<file path="config.mk">
export PLATFORM = sky130hd
export DESIGN_NAME = met_front
export DESIGN_NICKNAME = d
export VERILOG_FILES = /design/src/sv/met_pkg.sv /design/src/sv/met_front.sv
export SDC_FILE = /design/constraint.sdc
export NUM_CORES = 1
export LEC_CHECK = 0
export BUFFER_PORTS_ARGS = -buffer_cell sky130_fd_sc_hd__buf_2
export CORE_AREA = 2 2 73 75
export CTS_CLUSTER_SIZE = 20
export DETAILED_ROUTE_END_ITERATION = 7
export DIE_AREA = 0 0 75 77
export MAX_ROUTING_LAYER = met4
export PLACE_DENSITY_LB_ADDON = 0.08
export SLEW_MARGIN = 20
export SYNTH_ARGS = -nofsm -noshare
export SYNTH_HDL_FRONTEND = slang
export SYNTH_SLANG_ARGS = --single-unit
</file>
<file path="constraint.sdc">
create_clock -name clk -period 2.36 [get_ports clk]
set_input_delay 0.59 -clock clk [delete_from_list [all_inputs] [get_ports clk]]
set_output_delay 0.59 -clock clk [all_outputs]
set_load 0.02 [all_outputs]
</file>
<file path="src/sv/met_pkg.sv">
// Shared types, widths and constants for the Mandelbrot escape-time block.
package met_pkg;

  // Fixed-point format of c and of the iterate z
  localparam int FRACTION_BITS = 28;
  localparam int COORD_W       = 32;                 // input coordinate width
  localparam int Z_W           = 64;                 // iterate component width
  localparam int HALF_W        = Z_W / 2;            // multiplier operand width
  localparam int PROD_W        = 2 * Z_W;            // exact product width
  localparam int SUM_W         = PROD_W + 1;         // sum / difference of two products
  localparam int WIDE_W        = SUM_W + 1;          // headroom for the add of c

  localparam int COUNT_W       = 16;
  localparam int RADIUS_W      = 11;
  localparam int R2_W          = 2 * RADIUS_W;

  // Configuration port
  localparam int CFG_INDEX_W   = 8;
  localparam int CFG_DATA_W    = 16;
  localparam logic [CFG_INDEX_W-1:0] REG_ITERATION_LIMIT = CFG_INDEX_W'(0);
  localparam logic [CFG_INDEX_W-1:0] REG_ESCAPE_RADIUS   = CFG_INDEX_W'(1);
  localparam logic [COUNT_W-1:0]     LIMIT_RESET         = COUNT_W'(100);
  localparam logic [RADIUS_W-1:0]    RADIUS_RESET        = RADIUS_W'(1000);

  // Job queue between front and back; depth must be a power of two
  localparam int QUEUE_DEPTH   = 2;
  localparam int QADDR_W       = $clog2(QUEUE_DEPTH);
  localparam int QFILL_W       = QADDR_W + 1;

  // Serial multiplier: four 32x32 partial products per 64x64 product
  localparam int MUL_STEPS     = 4;
  localparam int MUL_STEP_W    = $clog2(MUL_STEPS + 1);

  // Most points that can be inside the block: queue, back end, output register
  localparam int FLIGHT_MAX    = QUEUE_DEPTH + 2;
  localparam int FLIGHT_W      = $clog2(FLIGHT_MAX + 1);

  typedef struct packed {
    logic [COUNT_W-1:0]  limit;
    logic [RADIUS_W-1:0] radius;
  } cfg_t;

  typedef struct packed {
    logic [COORD_W-1:0] c_re;
    logic [COORD_W-1:0] c_im;
    logic               trivial;   // limit of one or less: no iteration runs
  } job_t;

  typedef struct packed {
    logic           start;
    logic [Z_W-1:0] a;
    logic [Z_W-1:0] b;
  } mul_req_t;

  // Clamp a wide signed value to the signed range of an iterate component
  function automatic logic [Z_W-1:0] sat_z(input logic signed [WIDE_W-1:0] v);
    logic [WIDE_W-Z_W:0] top;
    logic [Z_W-1:0]      res;
    top = v[WIDE_W-1:Z_W-1];
    if (top == '0 || top == '1) begin
      res = v[Z_W-1:0];
    end else if (v[WIDE_W-1]) begin
      res = {1'b1, {(Z_W-1){1'b0}}};
    end else begin
      res = {1'b0, {(Z_W-1){1'b1}}};
    end
    return res;
  endfunction

endpackage

</file>
<file path="src/sv/met_front.sv">
// Front end: configuration registers, input acceptance and job classification.
module met_front (
  input  logic                           clk,
  input  logic                           rst,
  input  logic                           in_valid,
  output logic                           in_ready,
  input  logic [met_pkg::COORD_W-1:0]    point_real,
  input  logic [met_pkg::COORD_W-1:0]    point_imag,
  input  logic                           cfg_valid,
  output logic                           cfg_ready,
  input  logic [met_pkg::CFG_INDEX_W-1:0] cfg_index,
  input  logic [met_pkg::CFG_DATA_W-1:0] cfg_data,
  input  logic                           q_full,
  output logic                           q_push,
  output met_pkg::job_t                  q_data,
  output met_pkg::cfg_t                  cfg
);

  logic [met_pkg::COUNT_W-1:0]  limit;
  logic [met_pkg::RADIUS_W-1:0] radius;

  assign cfg_ready = 1'b1;

  always_ff @(posedge clk) begin
    if (rst) begin
      limit  <= met_pkg::LIMIT_RESET;
      radius <= met_pkg::RADIUS_RESET;
    end else if (cfg_valid) begin
      case (cfg_index)
        met_pkg::REG_ITERATION_LIMIT: limit  <= cfg_data;
        met_pkg::REG_ESCAPE_RADIUS:   radius <= cfg_data[met_pkg::RADIUS_W-1:0];
        default: ;
      endcase
    end
  end

  assign cfg.limit  = limit;
  assign cfg.radius = radius;

  assign in_ready       = !q_full;
  assign q_push         = in_valid && !q_full;
  assign q_data.c_re    = point_real;
  assign q_data.c_im    = point_imag;
  assign q_data.trivial = (limit <= met_pkg::COUNT_W'(1));

endmodule

</file>
# Word-level counts from Yosys, hierarchy flattened
# Cells that the tools add are included.
# classes
n_addsub	0
multipliers	0
div_mod_pow	0
order_cmp	1
n_eq_ne	1
shift	0
mux	0
bitwise	0
reduce_logical	5
# ops
op	count
$le 16x1->1 const B	1
$eq 8x1->1 const B	1
$logic_not 8->1	1
$reduce_and 2->1	2
$logic_and 1x1->1	1
$logic_not 1->1	1
# totals
ff_bits	27
latchBits	0
ramBits	0
rom_bits	0
inputBits	93
out_inout_bits	95
wordCells	9
memories	0

# Depth between registers and ports, before layout
# logic_depth
word_depth	2
ltp_mapped	4
depth_no_buf	3

# Worst setup path before layout
# OpenSTA, ideal clock, no wires.
# synth_path
path_kind	input-to-reg
startpoint	input cfg_index[4] (netlist name)
endpoint	register limit[0] (netlist name)
setup_time_ns	0.072
t_arrival_ns	1.735
required_ns	2.288
setup_slack_ns	0.554
path_stages	3
n_path_buf	0
cell_sequence	or4b_4 nor3_4 mux2i_1
# synth_via
elab_chain_len	2
# synth_lines
item	line	source
from (decl)	met_front.sv:11	input logic [met_pkg::CFG_INDEX_W-1:0] cfg_index,
$logic_not 8->1	met_front.sv:29	case (cfg_index)
$reduce_and 2->1 (no source line)	-	
to (signal assigned)	met_front.sv:26	limit <= met_pkg::LIMIT_RESET;
to (signal assigned)	met_front.sv:30	met_pkg::REG_ITERATION_LIMIT: limit <= cfg_data;
to (decl)	met_front.sv:19	logic [met_pkg::COUNT_W-1:0] limit;
# No other way between the ends.
# A chain may end at the register's enable or synchronous reset.

==> qor.tcl <==
set qor(status) {finished, final reports clean}
set qor(dp_cells) 248
set qor(first_global_vias) 1196
set qor(floorplan.die_area_sq_mm) 0.00578
set qor(final_net_count) 276
set qor(via_per_inst) 4.80
set qor(clock-sinks) 27
set qor(cts.path.max_buffers) 2
set qor(gr-total-overflow) 0
set qor(post_detailed_placement_half_perimeter_wirelength_mm) 3.12
set qor(number_of_synthesized_register_bits) 27
set qor(post-cts-setup-buffers) 0
set qor(cts_htree_levels) 1
set qor(synth_edf_count) 0
set qor(layoutNonFillerInstCount) 252
set qor(io_pins) 188
set qor(grt_start_max_net_pins) 39
set qor(worstPathRequired_ps) 1770
set qor(number_of_buffers_inserted_by_hold_repair_at_cts) 0
set qor(post_syn_instances) 193
set qor(seq_area_frac_synth_pct) 32.0
set qor(floorplan.die.height_um) 77
set qor(post-route-period-util_pct) 81.7
set qor(synth_nets) 286
set qor(grt_setup_unrepaired) {false}
set qor(max_freq_mhz) 519
set qor(slew_headroom_pct) 58.0
set qor(insertion_delay_ps) 270
set qor(gpl.final_weighted_congestion) 0.744
set qor(hold_class) {reg2reg}
set qor(area_delta_synth_final_pct) -4.89
set qor(dr_iter_0_viols) 38
set qor(numPortBuffers) 58
set qor(path_clk_slew_ps) 90
set qor(grt_pass1_wl_mm) 6.13
set qor(fill_cells) 543
set qor(routed_wire_length_per_instance_um) 16.1
set qor(cap_viol_max_count) 0
set qor(gr_util_all_layers_pct) 13.7
set qor(fp.dieW_um) 75
set qor(post_route_cells_drive_above_1_share_pct) 37.4
set qor(dp_worst_setup_slack_ps) 215
set qor(asyncSetResetFlopFracSynth_pct) 0
set qor(register_area_sq_um) 541
set qor(syn_area_sq_mm) 0.00169
set qor(leakage_nw) 0.675
set qor(drt.antenna.violating_nets) 0
set qor(postLayoutCoreUtil_pct) 32.3
set qor(placement_rows) 26
set qor(final.min_clock_period_ps) 1930
set qor(total_negative_slack_ps) 0
set qor(tritoncts) {done}
set qor(root_buffer) {clkbuf_8}
set qor(multi_input_comb_area_sq_um) 619
set qor(drtPass1Iterations) 6
set qor(via_count) 1209
set qor(crit_path_start_kind) {flip-flop}
set qor(drc) 0
set qor(tightest_slew_ps) 630
set qor(antenna_cells_inserted) 0
set qor(initial_antenna_violation_count) 0
set qor(syn_avg_cell_area_sq_um) 8.75
set qor(worst_clock_skew_ps) 0
set qor(powerDensity_mw_per_mm2) 493
set qor(cp.arrival_ps) 1340
set qor(worst_setup_path_end_kind) {primary output}
set qor(setup_ws_post_layout_ps) 433
set qor(number_of_hold_violations_in_the_final_report) 0
set qor(prevailing_post_synth_register_cell) {dfxtp_1}
set qor(start_util_pct) 33.9
set qor(critical_path.max_fanout) 3
set qor(total_power_mw) 0.792
set qor(post_cts_resize_count) 0
set qor(setup_viol) 0
set qor(cts_buffers) 3
set qor(core_region_area_sq_mm) 0.00498
set qor(synthesis.yosys.warnings) 0
set qor(synth_cell_type_count) 21
set qor(wl_mm) 4.06
set qor(final-max-slew-violation-count) 0
set qor(vdd.ir_drop.worst_v) 0.000175
set qor(timing_worst_setup_path_type) {reg2out}
-- worst max-delay path, stage by stage, from the launching register on --
cell and delay (ps):
dfxtp_1 340, nor4_1 330, and4_1 240, buf_2 160
-- sequential cells by signal, indices dropped and copies added, names as in the netlist --
| signal | cells |
|---|---|
| radius | 11 |
| limit | 16 |
-- final timing paths --
check / startpoint / endpoint / slack, ps / cells past startpoint
max: limit[13]$_SDFFE_PP0P_ / q_data[0] / 430 / 3
min: radius[4]$_SDFFE_PP0P_ / radius[4]$_SDFFE_PP0P_ / 480 / 2
max reg2reg: limit[8]$_SDFFE_PP0P_ / limit[8]$_SDFFE_PP0P_ / 1670 / 2
min reg2reg: radius[4]$_SDFFE_PP0P_ / radius[4]$_SDFFE_PP0P_ / 480 / 2
-- layout by cell type (no fill, tap or decap), types with 3 or more instances in the layout --
cell | synthesis | final
o31ai_1 | 10 | 10
nor2_1 | 16 | 16
nand4_1 | 10 | 10
a21oi_1 | 10 | 10
nand2b_1 | 12 | 12
buf_2 | 1 | 58
clkbuf_8 | 0 | 3
mux2i_1 | 17 | 17
dfxtp_1 | 27 | 27
nor4_1 | 4 | 4
-- metal layers --
metal  vias to the layer above  track usage (%)  part of all wire (%)
li1                        571                -                     -
met1                       545             17.6                    42
met2                        73             18.9                    44
met3                        20             5.39                    11
met4                         0             5.89                   2.8
met5                         -                -                     0
-- Yosys cell counts, types with 2 or more instances --
master    count  area [sq um]
nor4_1        4          25.0
nor3_4        2          32.5
a21oi_1      10          50.1
mux2i_1      17           170
nor2_1       16          60.1
inv_1         2          7.51
clkbuf_1      9          33.8
o31ai_1      10          75.1
dfxtp_1      27           541
nand2b_1     12          75.1
buf_4        65           488
nand4_1      10          62.6
-- cell families (layout without fill, tap and decap cells) --
| kind of cell | count (synthesis) | in the layout | share of synthesized area (%) |
|---|---|---|---|
| mux | 17 | 17 | 10.1 |
| simple gates | 51 | 51 | 18.6 |
| compound gates | 20 | 20 | 7.41 |
| buf+inv | 77 | 66 | 31.7 |
| other cells | 1 | 1 | 0.222 |
| flops | 27 | 27 | 32.0 |
-- where the power goes --
part           leakage, nW  switching (mW)  internal [mW]
combinational        0.435          0.0443         0.0290
sequential           0.218        0.000378          0.456
clock               0.0228           0.141          0.121
-- stage by stage --
| stage | hold WS [ps] | instance area (sq um) |
|---|---|---|
| CTS | 482 | 1610 |
| floorplan | 546 | 1690 |
| global placement | 458 | 1560 |
| finish | 478 | 1610 |
| detailed placement | 464 | 1560 |
| global route | 502 | 1610 |
-- layout make-up --
| type | instances | area share, % |
|---|---|---|
| timing repair buffer | 60 | 19.0 |
| clock buffer | 4 | 2.81 |
| inverter | 2 | 0.468 |
| tap | 70 | 5.46 |
| sequential | 27 | 33.7 |
| multi-input combinational | 89 | 38.6 |
Note: power is estimated with default switching activity, not from simulation.
