`src/sv/met_pkg.sv`:
```
// Shared types, widths and constants for the Mandelbrot escape-time block.
package met_pkg;

  // Fixed-point format of c and of the iterate z
  localparam int FRACTION_BITS = 28;
  localparam int COORD_W       = 32;                 // input coordinate width
  localparam int Z_W           = 64;                 // iterate component width
  localparam int HALF_W        = Z_W / 2;            // multiplier operand width
  localparam int PROD_W        = 2 * Z_W;            // exact product width
  localparam int SUM_W         = PROD_W + 1;         // sum / difference of two products
  localparam int WIDE_W        = SUM_W + 1;          // headroom for the add of c

  localparam int COUNT_W       = 16;
  localparam int RADIUS_W      = 11;
  localparam int R2_W          = 2 * RADIUS_W;

  // Configuration port
  localparam int CFG_INDEX_W   = 8;
  localparam int CFG_DATA_W    = 16;
  localparam logic [CFG_INDEX_W-1:0] REG_ITERATION_LIMIT = CFG_INDEX_W'(0);
  localparam logic [CFG_INDEX_W-1:0] REG_ESCAPE_RADIUS   = CFG_INDEX_W'(1);
  localparam logic [COUNT_W-1:0]     LIMIT_RESET         = COUNT_W'(100);
  localparam logic [RADIUS_W-1:0]    RADIUS_RESET        = RADIUS_W'(1000);

  // Job queue between front and back; depth must be a power of two
  localparam int QUEUE_DEPTH   = 2;
  localparam int QADDR_W       = $clog2(QUEUE_DEPTH);
  localparam int QFILL_W       = QADDR_W + 1;

  // Serial multiplier: four 32x32 partial products per 64x64 product
  localparam int MUL_STEPS     = 4;
  localparam int MUL_STEP_W    = $clog2(MUL_STEPS + 1);

  // Most points that can be inside the block: queue, back end, output register
  localparam int FLIGHT_MAX    = QUEUE_DEPTH + 2;
  localparam int FLIGHT_W      = $clog2(FLIGHT_MAX + 1);

  typedef struct packed {
    logic [COUNT_W-1:0]  limit;
    logic [RADIUS_W-1:0] radius;
  } cfg_t;

  typedef struct packed {
    logic [COORD_W-1:0] c_re;
    logic [COORD_W-1:0] c_im;
    logic               trivial;   // limit of one or less: no iteration runs
  } job_t;

  typedef struct packed {
    logic           start;
    logic [Z_W-1:0] a;
    logic [Z_W-1:0] b;
  } mul_req_t;

  // Clamp a wide signed value to the signed range of an iterate component
  function automatic logic [Z_W-1:0] sat_z(input logic signed [WIDE_W-1:0] v);
    logic [WIDE_W-Z_W:0] top;
    logic [Z_W-1:0]      res;
    top = v[WIDE_W-1:Z_W-1];
    if (top == '0 || top == '1) begin
      res = v[Z_W-1:0];
    end else if (v[WIDE_W-1]) begin
      res = {1'b1, {(Z_W-1){1'b0}}};
    end else begin
      res = {1'b0, {(Z_W-1){1'b1}}};
    end
    return res;
  endfunction

endpackage

```
`src/sv/met_queue.sv`:
```
// Short job queue that decouples the front end from the iteration engine.
module met_queue (
  input  logic          clk,
  input  logic          rst,
  input  logic          push,
  input  met_pkg::job_t push_data,
  output logic          full,
  input  logic          pop,
  output met_pkg::job_t pop_data,
  output logic          empty
);

  met_pkg::job_t                entries [met_pkg::QUEUE_DEPTH];
  logic [met_pkg::QADDR_W-1:0]  wr_ptr;
  logic [met_pkg::QADDR_W-1:0]  rd_ptr;
  logic [met_pkg::QFILL_W-1:0]  fill;

  assign full     = (fill == met_pkg::QFILL_W'(met_pkg::QUEUE_DEPTH));
  assign empty    = (fill == '0);
  assign pop_data = entries[rd_ptr];

  always_ff @(posedge clk) begin
    if (rst) begin
      wr_ptr <= '0;
      rd_ptr <= '0;
      fill   <= '0;
    end else begin
      if (push) begin
        wr_ptr <= wr_ptr + met_pkg::QADDR_W'(1);
      end
      if (pop) begin
        rd_ptr <= rd_ptr + met_pkg::QADDR_W'(1);
      end
      if (push && !pop) begin
        fill <= fill + met_pkg::QFILL_W'(1);
      end else if (pop && !push) begin
        fill <= fill - met_pkg::QFILL_W'(1);
      end
    end
  end

  always_ff @(posedge clk) begin
    if (push) begin
      entries[wr_ptr] <= push_data;
    end
  end

endmodule

```
`config.mk`:
```
export PLATFORM = sky130hd
export DESIGN_NAME = met_queue
export DESIGN_NICKNAME = d
export VERILOG_FILES = /design/src/sv/met_pkg.sv /design/src/sv/met_queue.sv
export SDC_FILE = /design/constraint.sdc
export NUM_CORES = 1
export LEC_CHECK = 0
export BUFFER_PORTS_ARGS = -buffer_cell sky130_fd_sc_hd__clkbuf_2
export CORE_MARGIN = 1.5
export CORE_UTILIZATION = 45
export DETAILED_ROUTE_END_ITERATION = 6
export PLACE_DENSITY = 0.69
export SKIP_CTS_REPAIR_TIMING = 1
export SLEW_MARGIN = 40
export SYNTH_ARGS = -nofsm -noshare
export SYNTH_HDL_FRONTEND = slang
export SYNTH_SLANG_ARGS = --single-unit
export TNS_END_PERCENT = 20
```
`constraint.sdc`:
```
create_clock -name clk -period 4 [get_ports clk]
set_input_delay 0.4 -clock clk [delete_from_list [all_inputs] [get_ports clk]]
set_output_delay 0.4 -clock clk [all_outputs]
set_load 0.01 [all_outputs]
```
After elaboration in Yosys (flattened, before gate mapping)
Memories as Yosys holds them, arrays and structs flattened. A register that Yosys moved wholly into a read port is not among the register bits.
Cells that the tools add are included.
Storage, ports and cells
  register bits after elaboration: 4
  memory bits (writable): 130
  bits of input ports: 69
  output and inout port bits: 67
  logic and storage cells: 21
  memories kept: 1
Memories
  entries: words 2, bits a word 65, read ports 1, clocked after memory_dff 1, write ports 1, line met_queue.sv:13  | met_pkg::job_t entries [met_pkg::QUEUE_DEPTH];
Cells by class
  add/subtract/negate cells: 4
  equality and inequality tests: 1
  mux-type cells: 6
  reduce and logical (&&, ||, !) cells: 6
Operators with widths (count)
  1-bit two-way mux: 4
  2-bit two-way mux: 2
  1-bit adder (second input constant): 2
  2-bit by 1-bit adder with 2-bit output (second input constant): 1
  2-bit equality test (second input constant): 1
  1-bit logical AND: 2
  1-bit zero test: 2
  2-bit zero test: 1
  2-bit nonzero test: 1
  2-bit by 1-bit subtractor with 2-bit output (second input constant): 1

Longest topological paths before layout
Gate-level depths: netlist of run 1.
  depth after elaboration: 4
  mapped depth: 5
  gate-level depth less buffers: 5

Least setup slack after synthesis of run 1
OpenSTA, ideal clock, no wires.
  kind: input to register
  start point: in push
  end point: mem entries[0][0] (netlist name), enable pin
  setup time: 0.496 ns
  arrival time: 3.257 ns
  required time: 3.504 ns
  slack: 0.247 ns
  stages: 1
  buffers on the path: 0
  cell sequence: nor2b_1
On the way
  cells in the longest elaborated chain, start to end: 2
Ends and longest elaborated chain
  from (decl): line met_queue.sv:5  | input logic push,
  1-bit two-way mux: line met_queue.sv:43  | if (push) begin
  1-bit two-way mux (implied by the code): line met_queue.sv:44  | entries[wr_ptr] <= push_data;
  to (decl): line met_queue.sv:13
No other way between the ends.

==> flow_metrics.py, run 1 <==
metrics = {
    "setup_path": {
        "r2r-end": "entries[1][52]",
        "worst_path_largest_cell_delay_ns": 0.57,
        "critical_path_buf_inv_count": 2,
        "timing.critical_path.from_type": "flip-flop",
        "worstSetupPathDepth": 3,
        "cp_cell_sequence": "buf_4, mux2_2, clkbuf_2",
        "cp_endpoint_kind": "primary output",
        "highest_net_fanout_along_the_worst_path": 26,
        "crit_path_end": "pop_data[2]",
        "path_class": "flip-flop to primary output",
        "slowest_stage": "sky130_fd_sc_hd__dfxtp_2",
        "internal_reg_to_reg_setup_slack_ns": 2.09,
        "worstRegToRegCells": 2,
        "critical_path.reg2reg.startpoint": "wr_ptr",
        "cp_data_required_time_ns": 3.60,
        "worst_path_dominant_cell_family": "flip-flops",
        "cp.arrival_ns": 2.01,
    },
    "clock_tree": {
        "cts_buffers": 17,
        "ctsLongestPathBuffers": 2,
        "root_buffer_selected_by_cts": "sky130_fd_sc_hd__clkbuf_8",
        "clock_tree_from_tritoncts": "built",
        "cts.htree.levels": 4,
        "clock_sink_count": 135,
        "clk_pin_slew_ns": 0.06,
        "insertion_delay_ns": 0.49,
    },
    "floorplanning": {
        "dieArea_sq_um": 11600,
        "fp.dieW_um": 107,
        "number_of_ports_placed_on_the_die_boundary": 136,
        "area_of_the_core_sq_um": 10500,
        "placementRows": 37,
        "height_of_the_die_um": 107,
        "initial_core_util_pct": 47.0,
    },
    "sta": {
        "final-max-slew-violation-count": 0,
        "layout_skew_ns": 0.00555,
        "period_needed_ns": 2.41,
        "timing.final.crit_share_pct": 60.3,
        "worstMarginPinSlew_ns": 0.798,
        "slew_headroom_pct": 46.8,
        "finalHoldViolations": 0,
        "max_clock_freq_mhz": 414,
        "setup_total_negative_slack_ns": 0,
        "setup-violations-final": 0,
        "rsz0062_at_grt": "false",
    },
    "flow_run": {
        "maxCapViolCount": 0,
    },
    "grt": {
        "grt_util_all_layers_pct": 14.7,
        "global_route.usage.met3_pct": 5.45,
        "antenna_found_initial": 0,
        "grtUsageMet2_pct": 25.2,
        "grt_use_met1_pct": 16.7,
        "grt_first_pass_wirelength_um": 12400,
        "grt_pass1_vias": 2557,
        "global_route.overflow_total": 0,
        "grt-busiest-layer": "met2",
        "grt_max_degree": 47,
    },
    "power_and_ir_drop": {
        "power.total_w": 0.00359,
        "ir_worst_vdd_v": 0.000352,
        "leakage_power_nw": 2.44,
        "power.density_nw_per_um2": 566,
    },
    "synth": {
        "synth_largest_type_area_fraction_pct": 79.5,
        "post_synth_num_cell_types": 17,
        "synth_top_flop_cell": "sky130_fd_sc_hd__edfxtp_1",
        "synthesis.nets": 294,
        "synthTopCellsByArea": "sky130_fd_sc_hd__edfxtp_1, sky130_fd_sc_hd__mux2_2, sky130_fd_sc_hd__dfxtp_1",
        "register_bit_total_from_synthesis": 135,
        "syn_avg_cell_area_sq_um": 21.9,
        "synthesis.yosys.warnings": 0,
        "list_of_most_frequent_post_synthesis_cells": "sky130_fd_sc_hd__edfxtp_1, sky130_fd_sc_hd__mux2_2, sky130_fd_sc_hd__buf_6, sky130_fd_sc_hd__dfxtp_1, sky130_fd_sc_hd__nor2_1",
        "yosysSeqAreaShare_pct": 81.5,
        "synthesized_instance_count": 224,
        "async_flop_share_pct": 0,
        "synth.cell_area_sq_um": 4910,
        "synth_enable_flop_cells": 130,
        "synthMostInstantiatedCell": "sky130_fd_sc_hd__edfxtp_1",
        "netlist.top_cell.by_area": "sky130_fd_sc_hd__edfxtp_1",
    },
    "cells_and_area": {
        "final_net_count": 446,
        "final_core_utilization_pct": 60.7,
        "drive_gt1_share_pct": 61.4,
        "insertedDiodeCount": 0,
        "area_added_between_synthesis_and_finish_pct": 29.3,
        "final-instance-count-excl-fill": 525,
    },
    "detailed_routing": {
        "routed-via-count": 2548,
        "firstDrtPassIters": 4,
        "route.detailed.vias_per_inst": 4.85,
        "wl_per_cell_um": 16.0,
        "detail-route-antenna-nets": 0,
        "initialDrtViolationCount": 80,
        "detail_route.drc_violations": 0,
        "routed_wirelength_um": 8400,
    },
    "worst_hold_path": {
        "holdCritPathClass": "input pin to flip-flop",
    },
    "status": {
        "run_status": "completed",
    },
    "placed_design": {
        "gp_routability_congestion": 0.685,
        "post-dp-hpwl_um": 5540,
        "number_of_buffers_inserted_by_port_buffering": 135,
        "place.detailed.instances": 493,
    },
}
[per-stage QoR]
step / setup slack (ns) / cell area, sq um / hold slack (ns)
after floorplan: 0.247 / 4910 / 0.461
after global placement: 1.91 / 5740 / 0.485
after detailed placement: 1.87 / 5740 / 0.509
after CTS: 1.51 / 6350 / 0.0635
after global routing: 1.44 / 6350 / 0.0522
final: 1.59 / 6350 / 0.0888
[worst min-delay path by stage]
stage                           endpoint  cells past startpoint          start  slack [ns]
final                     entries[1][63]                      1  push_data[63]        0.09
after global routing      entries[1][63]                      1  push_data[63]        0.05
after CTS                 entries[1][63]                      1  push_data[63]        0.06
after detailed placement         fill[1]                      2        fill[1]        0.51
after global placement           fill[1]                      2        fill[1]        0.48
after floorplan                  fill[1]                      2        fill[1]        0.46
[sequential cells by signal (all words and copies together), names as in the netlist, named ones only]
signal / cells
rd_ptr: 1
entries: 130
wr_ptr: 1
fill: 2
[cells by family (layout without fill, tap and decap cells)]
logic type,after synthesis,after routing,share of synthesized area (%)
xor gates and xnor gates,4,4,0.713
and+or+nand+nor,9,9,0.943
adders and majority gates,1,1,0.255
AOI/OAI and AO/OA,2,2,0.204
muxes,65,65,14.9
buffers and inverters,8,173,1.48
DFF,135,135,81.5
[power breakdown]
group / switching [W] / leakage, nW / internal (W) / total [W]
clock: 0.000573 / 0.286 / 0.00102 / 0.00159
combinational: 0.000173 / 0.888 / 0.000157 / 0.000330
sequential: 0.0000266 / 1.26 / 0.00165 / 0.00168
total: 0.000772 / 2.44 / 0.00282 / 0.00359
[cells in the final DEF (no fill, tap or decap), drive strengths merged, types with 2 or more instances in the layout]
| master | instances |
|---|---|
| clkinvlp | 4 |
| xor2 | 2 |
| edfxtp | 130 |
| bufinv | 4 |
| nor2 | 5 |
| clkinv | 4 |
| buf | 5 |
| mux2 | 65 |
| dfxtp | 5 |
| xnor2 | 2 |
| clkbuf | 152 |
| inv | 4 |
[cell type report]
class,instances,area (sq um)
Fill cell,808,4110
Timing Repair Buffer,140,713
Clock inverter,15,201
Inverter,1,3.75
Clock buffer,17,414
Multi-Input combinational cell,81,845
Sequential cell,135,4010
Tap cell,136,170
[metal layers]
| layer | vias up | share of wire, % |
|---|---|---|
| met2 | 93 | 51 |
| li1 | 1190 | - |
| met1 | 1261 | 41 |
| met5 | - | 0 |
| met4 | 0 | 0.68 |
| met3 | 4 | 6.7 |
[worst register-to-register path: stages (launching register included)]
cell and delay (ns):
sky130_fd_sc_hd__dfxtp_1 0.40, sky130_fd_sc_hd__and2_2 0.70, sky130_fd_sc_hd__buf_4 0.47
Note: power is estimated with default switching activity, not from simulation.
==> inputs of run 2 (changes only) <==
PLACE_DENSITY = 0.66   (was 0.69)
clock period = 2.4 ns   (was 4 ns; I/O delays follow)
==> run 2 against run 1 <==
Net effect: core utilization rose by 6.1 points; non-clock buffer count is 65 higher; total power grew 63%; clock skew about the same; sequential share of layout area decreased by 5.7 points; via count grew 9.3%; cell area grew 10%; register-to-register slack worse by 1.2 ns; global-route usage is 0.60 points higher; clock power is 53% higher; cell count increased by 12%; highest routed layer unchanged.
==> flow_metrics.py, run 2 (synthesized netlist as in run 1, its figures left out) <==
metrics = {
    "power_and_ir_drop": {
        "leakage_power_nw": 2.70,
        "ir_worst_vdd_v": 0.000427,
        "power.density_nw_per_um2": 840,
    },
    "sta": {
        "timing.final.crit_share_pct": 89.9,
        "final-max-slew-violation-count": 0,
        "period_needed_ns": 2.16,
        "setup-violations-final": 0,
        "finalHoldViolations": 0,
        "layout_skew_ns": 0.00514,
        "rsz0062_at_grt": "false",
        "slew_headroom_pct": 67.3,
        "worstMarginPinSlew_ns": 0.491,
        "setup_total_negative_slack_ns": 0,
        "max_clock_freq_mhz": 464,
    },
    "cells_and_area": {
        "final_net_count": 511,
        "drive_gt1_share_pct": 52.6,
        "final.fill_count": 765,
        "largest_reg_flops": 130,
        "footprint_of_the_multi_input_gates_sq_um": 846,
        "leading_cell_type_in_the_layout_fill_and_taps_excluded": "sky130_fd_sc_hd__clkbuf_2",
        "ff_latch_area_sq_um": 4010,
        "insertedDiodeCount": 0,
        "finish.instance_area_sq_um": 6990,
        "biggestRegsByFlops": "entries (130), fill (2)",
        "area_added_between_synthesis_and_finish_pct": 42.2,
        "final_core_utilization_pct": 66.8,
        "highest_count_cells_in_the_layout_ignoring_fill_and_taps": "sky130_fd_sc_hd__clkbuf_2, sky130_fd_sc_hd__edfxtp_1, sky130_fd_sc_hd__dlygate4sd3_1, sky130_fd_sc_hd__mux2_2, sky130_fd_sc_hd__clkbuf_16",
        "largest_register": "entries",
    },
    "setup_path": {
        "path_class": "flip-flop to primary output",
        "worst_path_largest_cell_delay_ns": 0.60,
        "cp.arrival_ns": 1.92,
        "highest_net_fanout_along_the_worst_path": 38,
        "slowest_stage": "sky130_fd_sc_hd__dfxtp_4",
        "cp_cell_sequence": "buf_12, mux2_2, clkbuf_2",
        "cp_endpoint_kind": "primary output",
        "timing.critical_path.from_type": "flip-flop",
        "cp_data_required_time_ns": 2.16,
    },
    "placed_design": {
        "number_of_buffers_inserted_by_port_buffering": 135,
        "post-dp-hpwl_um": 5530,
        "gp_routability_congestion": 0.734,
        "placed_area_sq_um": 5760,
    },
    "clock_tree": {
        "root_buffer_selected_by_cts": "sky130_fd_sc_hd__clkbuf_8",
        "cts.htree.levels": 4,
        "cts_buffers": 17,
        "clock_tree_from_tritoncts": "built",
        "insertion_delay_ns": 0.50,
        "ctsLongestPathBuffers": 2,
        "clk_pin_slew_ns": 0.06,
        "clock_sink_count": 135,
    },
    "detailed_routing": {
        "detail-route-antenna-nets": 0,
        "routed_wirelength_um": 8910,
        "initialDrtViolationCount": 105,
        "wl_per_cell_um": 15.1,
        "route.detailed.vias_per_inst": 4.72,
        "routed-via-count": 2785,
        "detail_route.drc_violations": 0,
        "firstDrtPassIters": 5,
    },
    "status": {
        "run_status": "completed",
    },
    "worst_hold_path": {
        "holdCritPathClass": "input pin to flip-flop",
    },
    "floorplanning": {
        "initial_core_util_pct": 47.0,
        "area_of_the_core_sq_um": 10500,
        "number_of_ports_placed_on_the_die_boundary": 136,
        "placementRows": 37,
        "dieArea_sq_um": 11600,
        "height_of_the_die_um": 107,
        "fp.dieW_um": 107,
    },
    "grt": {
        "grt_pass1_vias": 2510,
        "global_route.overflow_total": 0,
        "antenna_found_initial": 0,
        "grt_max_degree": 39,
        "grt_util_all_layers_pct": 15.3,
        "grt_first_pass_wirelength_um": 12900,
    },
    "flow_run": {
        "maxCapViolCount": 0,
    },
}
[run 2: final timing paths]
path | start | end | slack (ns) | cells past startpoint
min | pop | flip-flop | 0.02 | 3
max | flip-flop | pop_data[23] | 0.24 | 3
min reg2reg | rd_ptr | flip-flop | 0.51 | 2
max reg2reg | wr_ptr | entries[1][9] | 0.87 | 2
[run 2: stage by stage]
stage | setup slack [ns] | total power (W) | std cells | hold WS (ns)
2_1_floorplan | 0.0271 | 0.00316 | 224 | 0.309
3_3_place_gp | 0.739 | 0.00340 | 492 | 0.429
3_5_place_dp | 0.743 | 0.00341 | 492 | 0.433
4_1_cts | 0.183 | 0.00585 | 524 | -0.101
5_1_grt | 0.129 | 0.00610 | 590 | 0.0152
6_report | 0.243 | 0.00587 | 590 | 0.0204
[run 2: layout make-up]
cell class                 instances  area share (%)
sequential                       135            57.4
clock inverter                    14            2.15
clock buffer                      18            5.98
multi-input combinational         81            12.1
inverter                           1          0.0537
tap                              136            2.44
timing repair buffer             205            19.9
[run 2: critical path: cells and delay by family, from the launching register on]
family	cells	cell delay [ns]
flops	1	0.60
buf+inv	2	0.42
mux	1	0.39
[run 2: per-layer routing]
metal,vias up,track usage (%),share of wire (%)
met5,-,0,0
met4,0,6.30,1.4
met1,1355,19.9,44
li1,1320,-,-
met2,98,23.3,48
met3,12,5.81,6.3
[run 2: power breakdown]
part / leakage, nW / internal (W) / switching, W
logic: 1.17 / 0.000338 / 0.000301
registers: 1.26 / 0.00275 / 0.0000543
clock network: 0.272 / 0.00148 / 0.000943
total: 2.70 / 0.00457 / 0.00130
==> inputs of run 3 (changes only) <==
ABC_AREA = 1   (was default)
CORE_MARGIN = default   (was 1.5)
clock period = 2.5 ns   (was 2.4 ns; I/O delays follow)
==> run 3 against run 2 <==
Net effect: worst setup slack improved by 0.14 ns; global-route usage hardly changed; critical path depth unchanged; die area up 2.3%; hold slack gained 0.015 ns; sequential share of layout area increased by 3.6 points; critical endpoint is now pop_data[61]; largest power group unchanged.
==> flow_metrics.py, run 3 <==
metrics = {
    "status": {
        "run_status": "completed",
    },
    "cells_and_area": {
        "largest_reg_flops": 130,
        "finish.instance_area_sq_um": 6570,
        "final_net_count": 458,
        "final_core_utilization_pct": 59.9,
        "area_added_between_synthesis_and_finish_pct": 28.3,
        "biggestRegsByFlops": "entries (130), fill (2)",
        "largest_register": "entries",
        "highest_count_cells_in_the_layout_ignoring_fill_and_taps": "sky130_fd_sc_hd__clkbuf_2, sky130_fd_sc_hd__edfxtp_1, sky130_fd_sc_hd__mux2_4, sky130_fd_sc_hd__clkbuf_16, sky130_fd_sc_hd__mux2_2",
        "drive_gt1_share_pct": 58.8,
        "insertedDiodeCount": 0,
        "leading_cell_type_in_the_layout_fill_and_taps_excluded": "sky130_fd_sc_hd__clkbuf_2",
    },
    "synth": {
        "synth.cell_area_sq_um": 5120,
        "synthTopCellsByArea": "sky130_fd_sc_hd__edfxtp_1, sky130_fd_sc_hd__mux2_4, sky130_fd_sc_hd__mux2_2",
        "synth_top_flop_cell": "sky130_fd_sc_hd__edfxtp_1",
        "synth_largest_type_area_fraction_pct": 76.2,
        "post_synth_num_cell_types": 16,
        "yosysSeqAreaShare_pct": 78.2,
        "synthesis.yosys.warnings": 0,
        "async_flop_share_pct": 0,
        "synthesis.nets": 305,
        "synthesized_instance_count": 235,
        "synthMostInstantiatedCell": "sky130_fd_sc_hd__edfxtp_1",
        "list_of_most_frequent_post_synthesis_cells": "sky130_fd_sc_hd__edfxtp_1, sky130_fd_sc_hd__mux2_4, sky130_fd_sc_hd__mux2_2",
        "synth_enable_flop_cells": 130,
        "syn_avg_cell_area_sq_um": 21.8,
        "register_bit_total_from_synthesis": 135,
        "netlist.top_cell.by_area": "sky130_fd_sc_hd__edfxtp_1",
    },
    "setup_path": {
        "cp_endpoint_kind": "primary output",
        "worstRegToRegCells": 2,
        "cp.arrival_ns": 1.86,
        "timing.critical_path.from_type": "flip-flop",
        "highest_net_fanout_along_the_worst_path": 26,
        "path_class": "flip-flop to primary output",
        "cp_data_required_time_ns": 2.25,
    },
    "sta": {
        "setup_total_negative_slack_ns": 0,
        "layout_skew_ns": 0.00703,
        "max_clock_freq_mhz": 474,
        "rsz0062_at_grt": "false",
        "finalHoldViolations": 0,
        "worstMarginPinSlew_ns": 0.483,
        "period_needed_ns": 2.11,
        "timing.final.crit_share_pct": 84.5,
        "final-max-slew-violation-count": 0,
        "slew_headroom_pct": 67.8,
        "setup-violations-final": 0,
        "fin_worst_hold_slack_ns": 0.0350,
    },
    "worst_hold_path": {
        "worstHoldPathCells": 1,
        "holdCritPathClass": "input pin to flip-flop",
    },
    "detailed_routing": {
        "wl_per_cell_um": 16.1,
        "initialDrtViolationCount": 109,
        "route.detailed.vias_per_inst": 4.78,
        "routed_wirelength_um": 8700,
        "detail-route-antenna-nets": 0,
        "routed-via-count": 2583,
        "firstDrtPassIters": 4,
        "detail_route.drc_violations": 0,
    },
    "grt": {
        "grt_util_all_layers_pct": 15.4,
        "grt_max_degree": 45,
        "antenna_found_initial": 0,
        "grt_first_pass_wirelength_um": 13000,
        "grt_pass1_vias": 2609,
        "global_route.overflow_total": 0,
    },
    "floorplanning": {
        "dieArea_sq_um": 11800,
        "fp.dieW_um": 109,
        "height_of_the_die_um": 109,
        "area_of_the_core_sq_um": 11000,
        "initial_core_util_pct": 46.6,
        "placementRows": 38,
        "number_of_ports_placed_on_the_die_boundary": 136,
    },
    "placed_design": {
        "placed_area_sq_um": 5980,
        "post-dp-hpwl_um": 5650,
        "number_of_buffers_inserted_by_port_buffering": 135,
        "gp_routability_congestion": 0.698,
    },
    "clock_tree": {
        "cts.htree.levels": 4,
        "clock_tree_from_tritoncts": "built",
        "root_buffer_selected_by_cts": "sky130_fd_sc_hd__clkbuf_16",
        "clk_pin_slew_ns": 0.05,
        "cts_buffers": 17,
        "ctsLongestPathBuffers": 2,
        "clock_sink_count": 135,
        "insertion_delay_ns": 0.40,
    },
    "power_and_ir_drop": {
        "power.total_w": 0.00571,
        "ir_worst_vdd_v": 0.000462,
        "leakage_power_nw": 2.67,
        "power.density_nw_per_um2": 868,
    },
    "flow_run": {
        "maxCapViolCount": 0,
    },
}
-- run 3: cell count changes in the layout (fill, tap and decap cells not counted), moves of 3 or more --
cell and change:
sky130_fd_sc_hd__clkinv_4 -3, sky130_fd_sc_hd__inv_1 +7, sky130_fd_sc_hd__inv_6 -3, sky130_fd_sc_hd__nand2_1 +5, sky130_fd_sc_hd__dlygate4sd3_1 -66, sky130_fd_sc_hd__mux2_2 -50, sky130_fd_sc_hd__mux2_4 +50, sky130_fd_sc_hd__clkinv_1 +3
-- run 3: path summary, 6_finish.rpt --
check	start	endpoint	slack, ns
worst max register to register	wr_ptr	entries[0][0]	1.25
worst max-delay path	flip-flop	pop_data[61]	0.39
worst min register to register	rd_ptr	rd_ptr	0.53
worst min-delay path	push_data[58]	entries[1][58]	0.03
-- run 3: worst max-delay path, stage by stage, from the launching register on --
cell and delay (ns):
sky130_fd_sc_hd__dfxtp_4 0.62, sky130_fd_sc_hd__buf_4 0.35, sky130_fd_sc_hd__mux2_2 0.36, sky130_fd_sc_hd__clkbuf_2 0.13
-- run 3: logic make-up (layout without fill, tap and decap cells) --
family	Yosys count	in the layout	synth area share, %
DFF	135	135	78.2
muxes	65	65	18.0
buffers and inverters	16	181	2.08
AOI/OAI and AO/OA	2	2	0.195
and+or+nand+nor	15	15	1.20
adders and majority gates	1	1	0.244
xor gates and xnor gates	1	1	0.171
-- run 3: stage by stage --
stage               worst slack [ns]  std cells
floorplan                     0.0507        235
detailed placement             0.774        509
global route                   0.280        540
CTS                            0.335        540
finish                         0.388        540
global placement               0.770        509
-- run 3: final cells by class --
class                           count  area (sq um)
Fill cell                         820          4410
Timing Repair Buffer              141           746
Multi-Input combinational cell     84          1020
Tap cell                          140           175
Inverter                            9          33.8
Sequential cell                   135          4010
Clock inverter                     12           159
Clock buffer                       19           433
-- run 3: metal layers --
metal	share of wire, %	GRT usage (%)
met2	49	24.5
met5	0	0
met1	43	18.6
met3	6.7	6.40
met4	0.77	5.79
-- run 3: power breakdown --
group / total [W] / switching (W) / internal (W)
Sequential: 0.00267 / 0.0000511 / 0.00262
Clock: 0.00247 / 0.000832 / 0.00164
Combinational: 0.000561 / 0.000267 / 0.000294
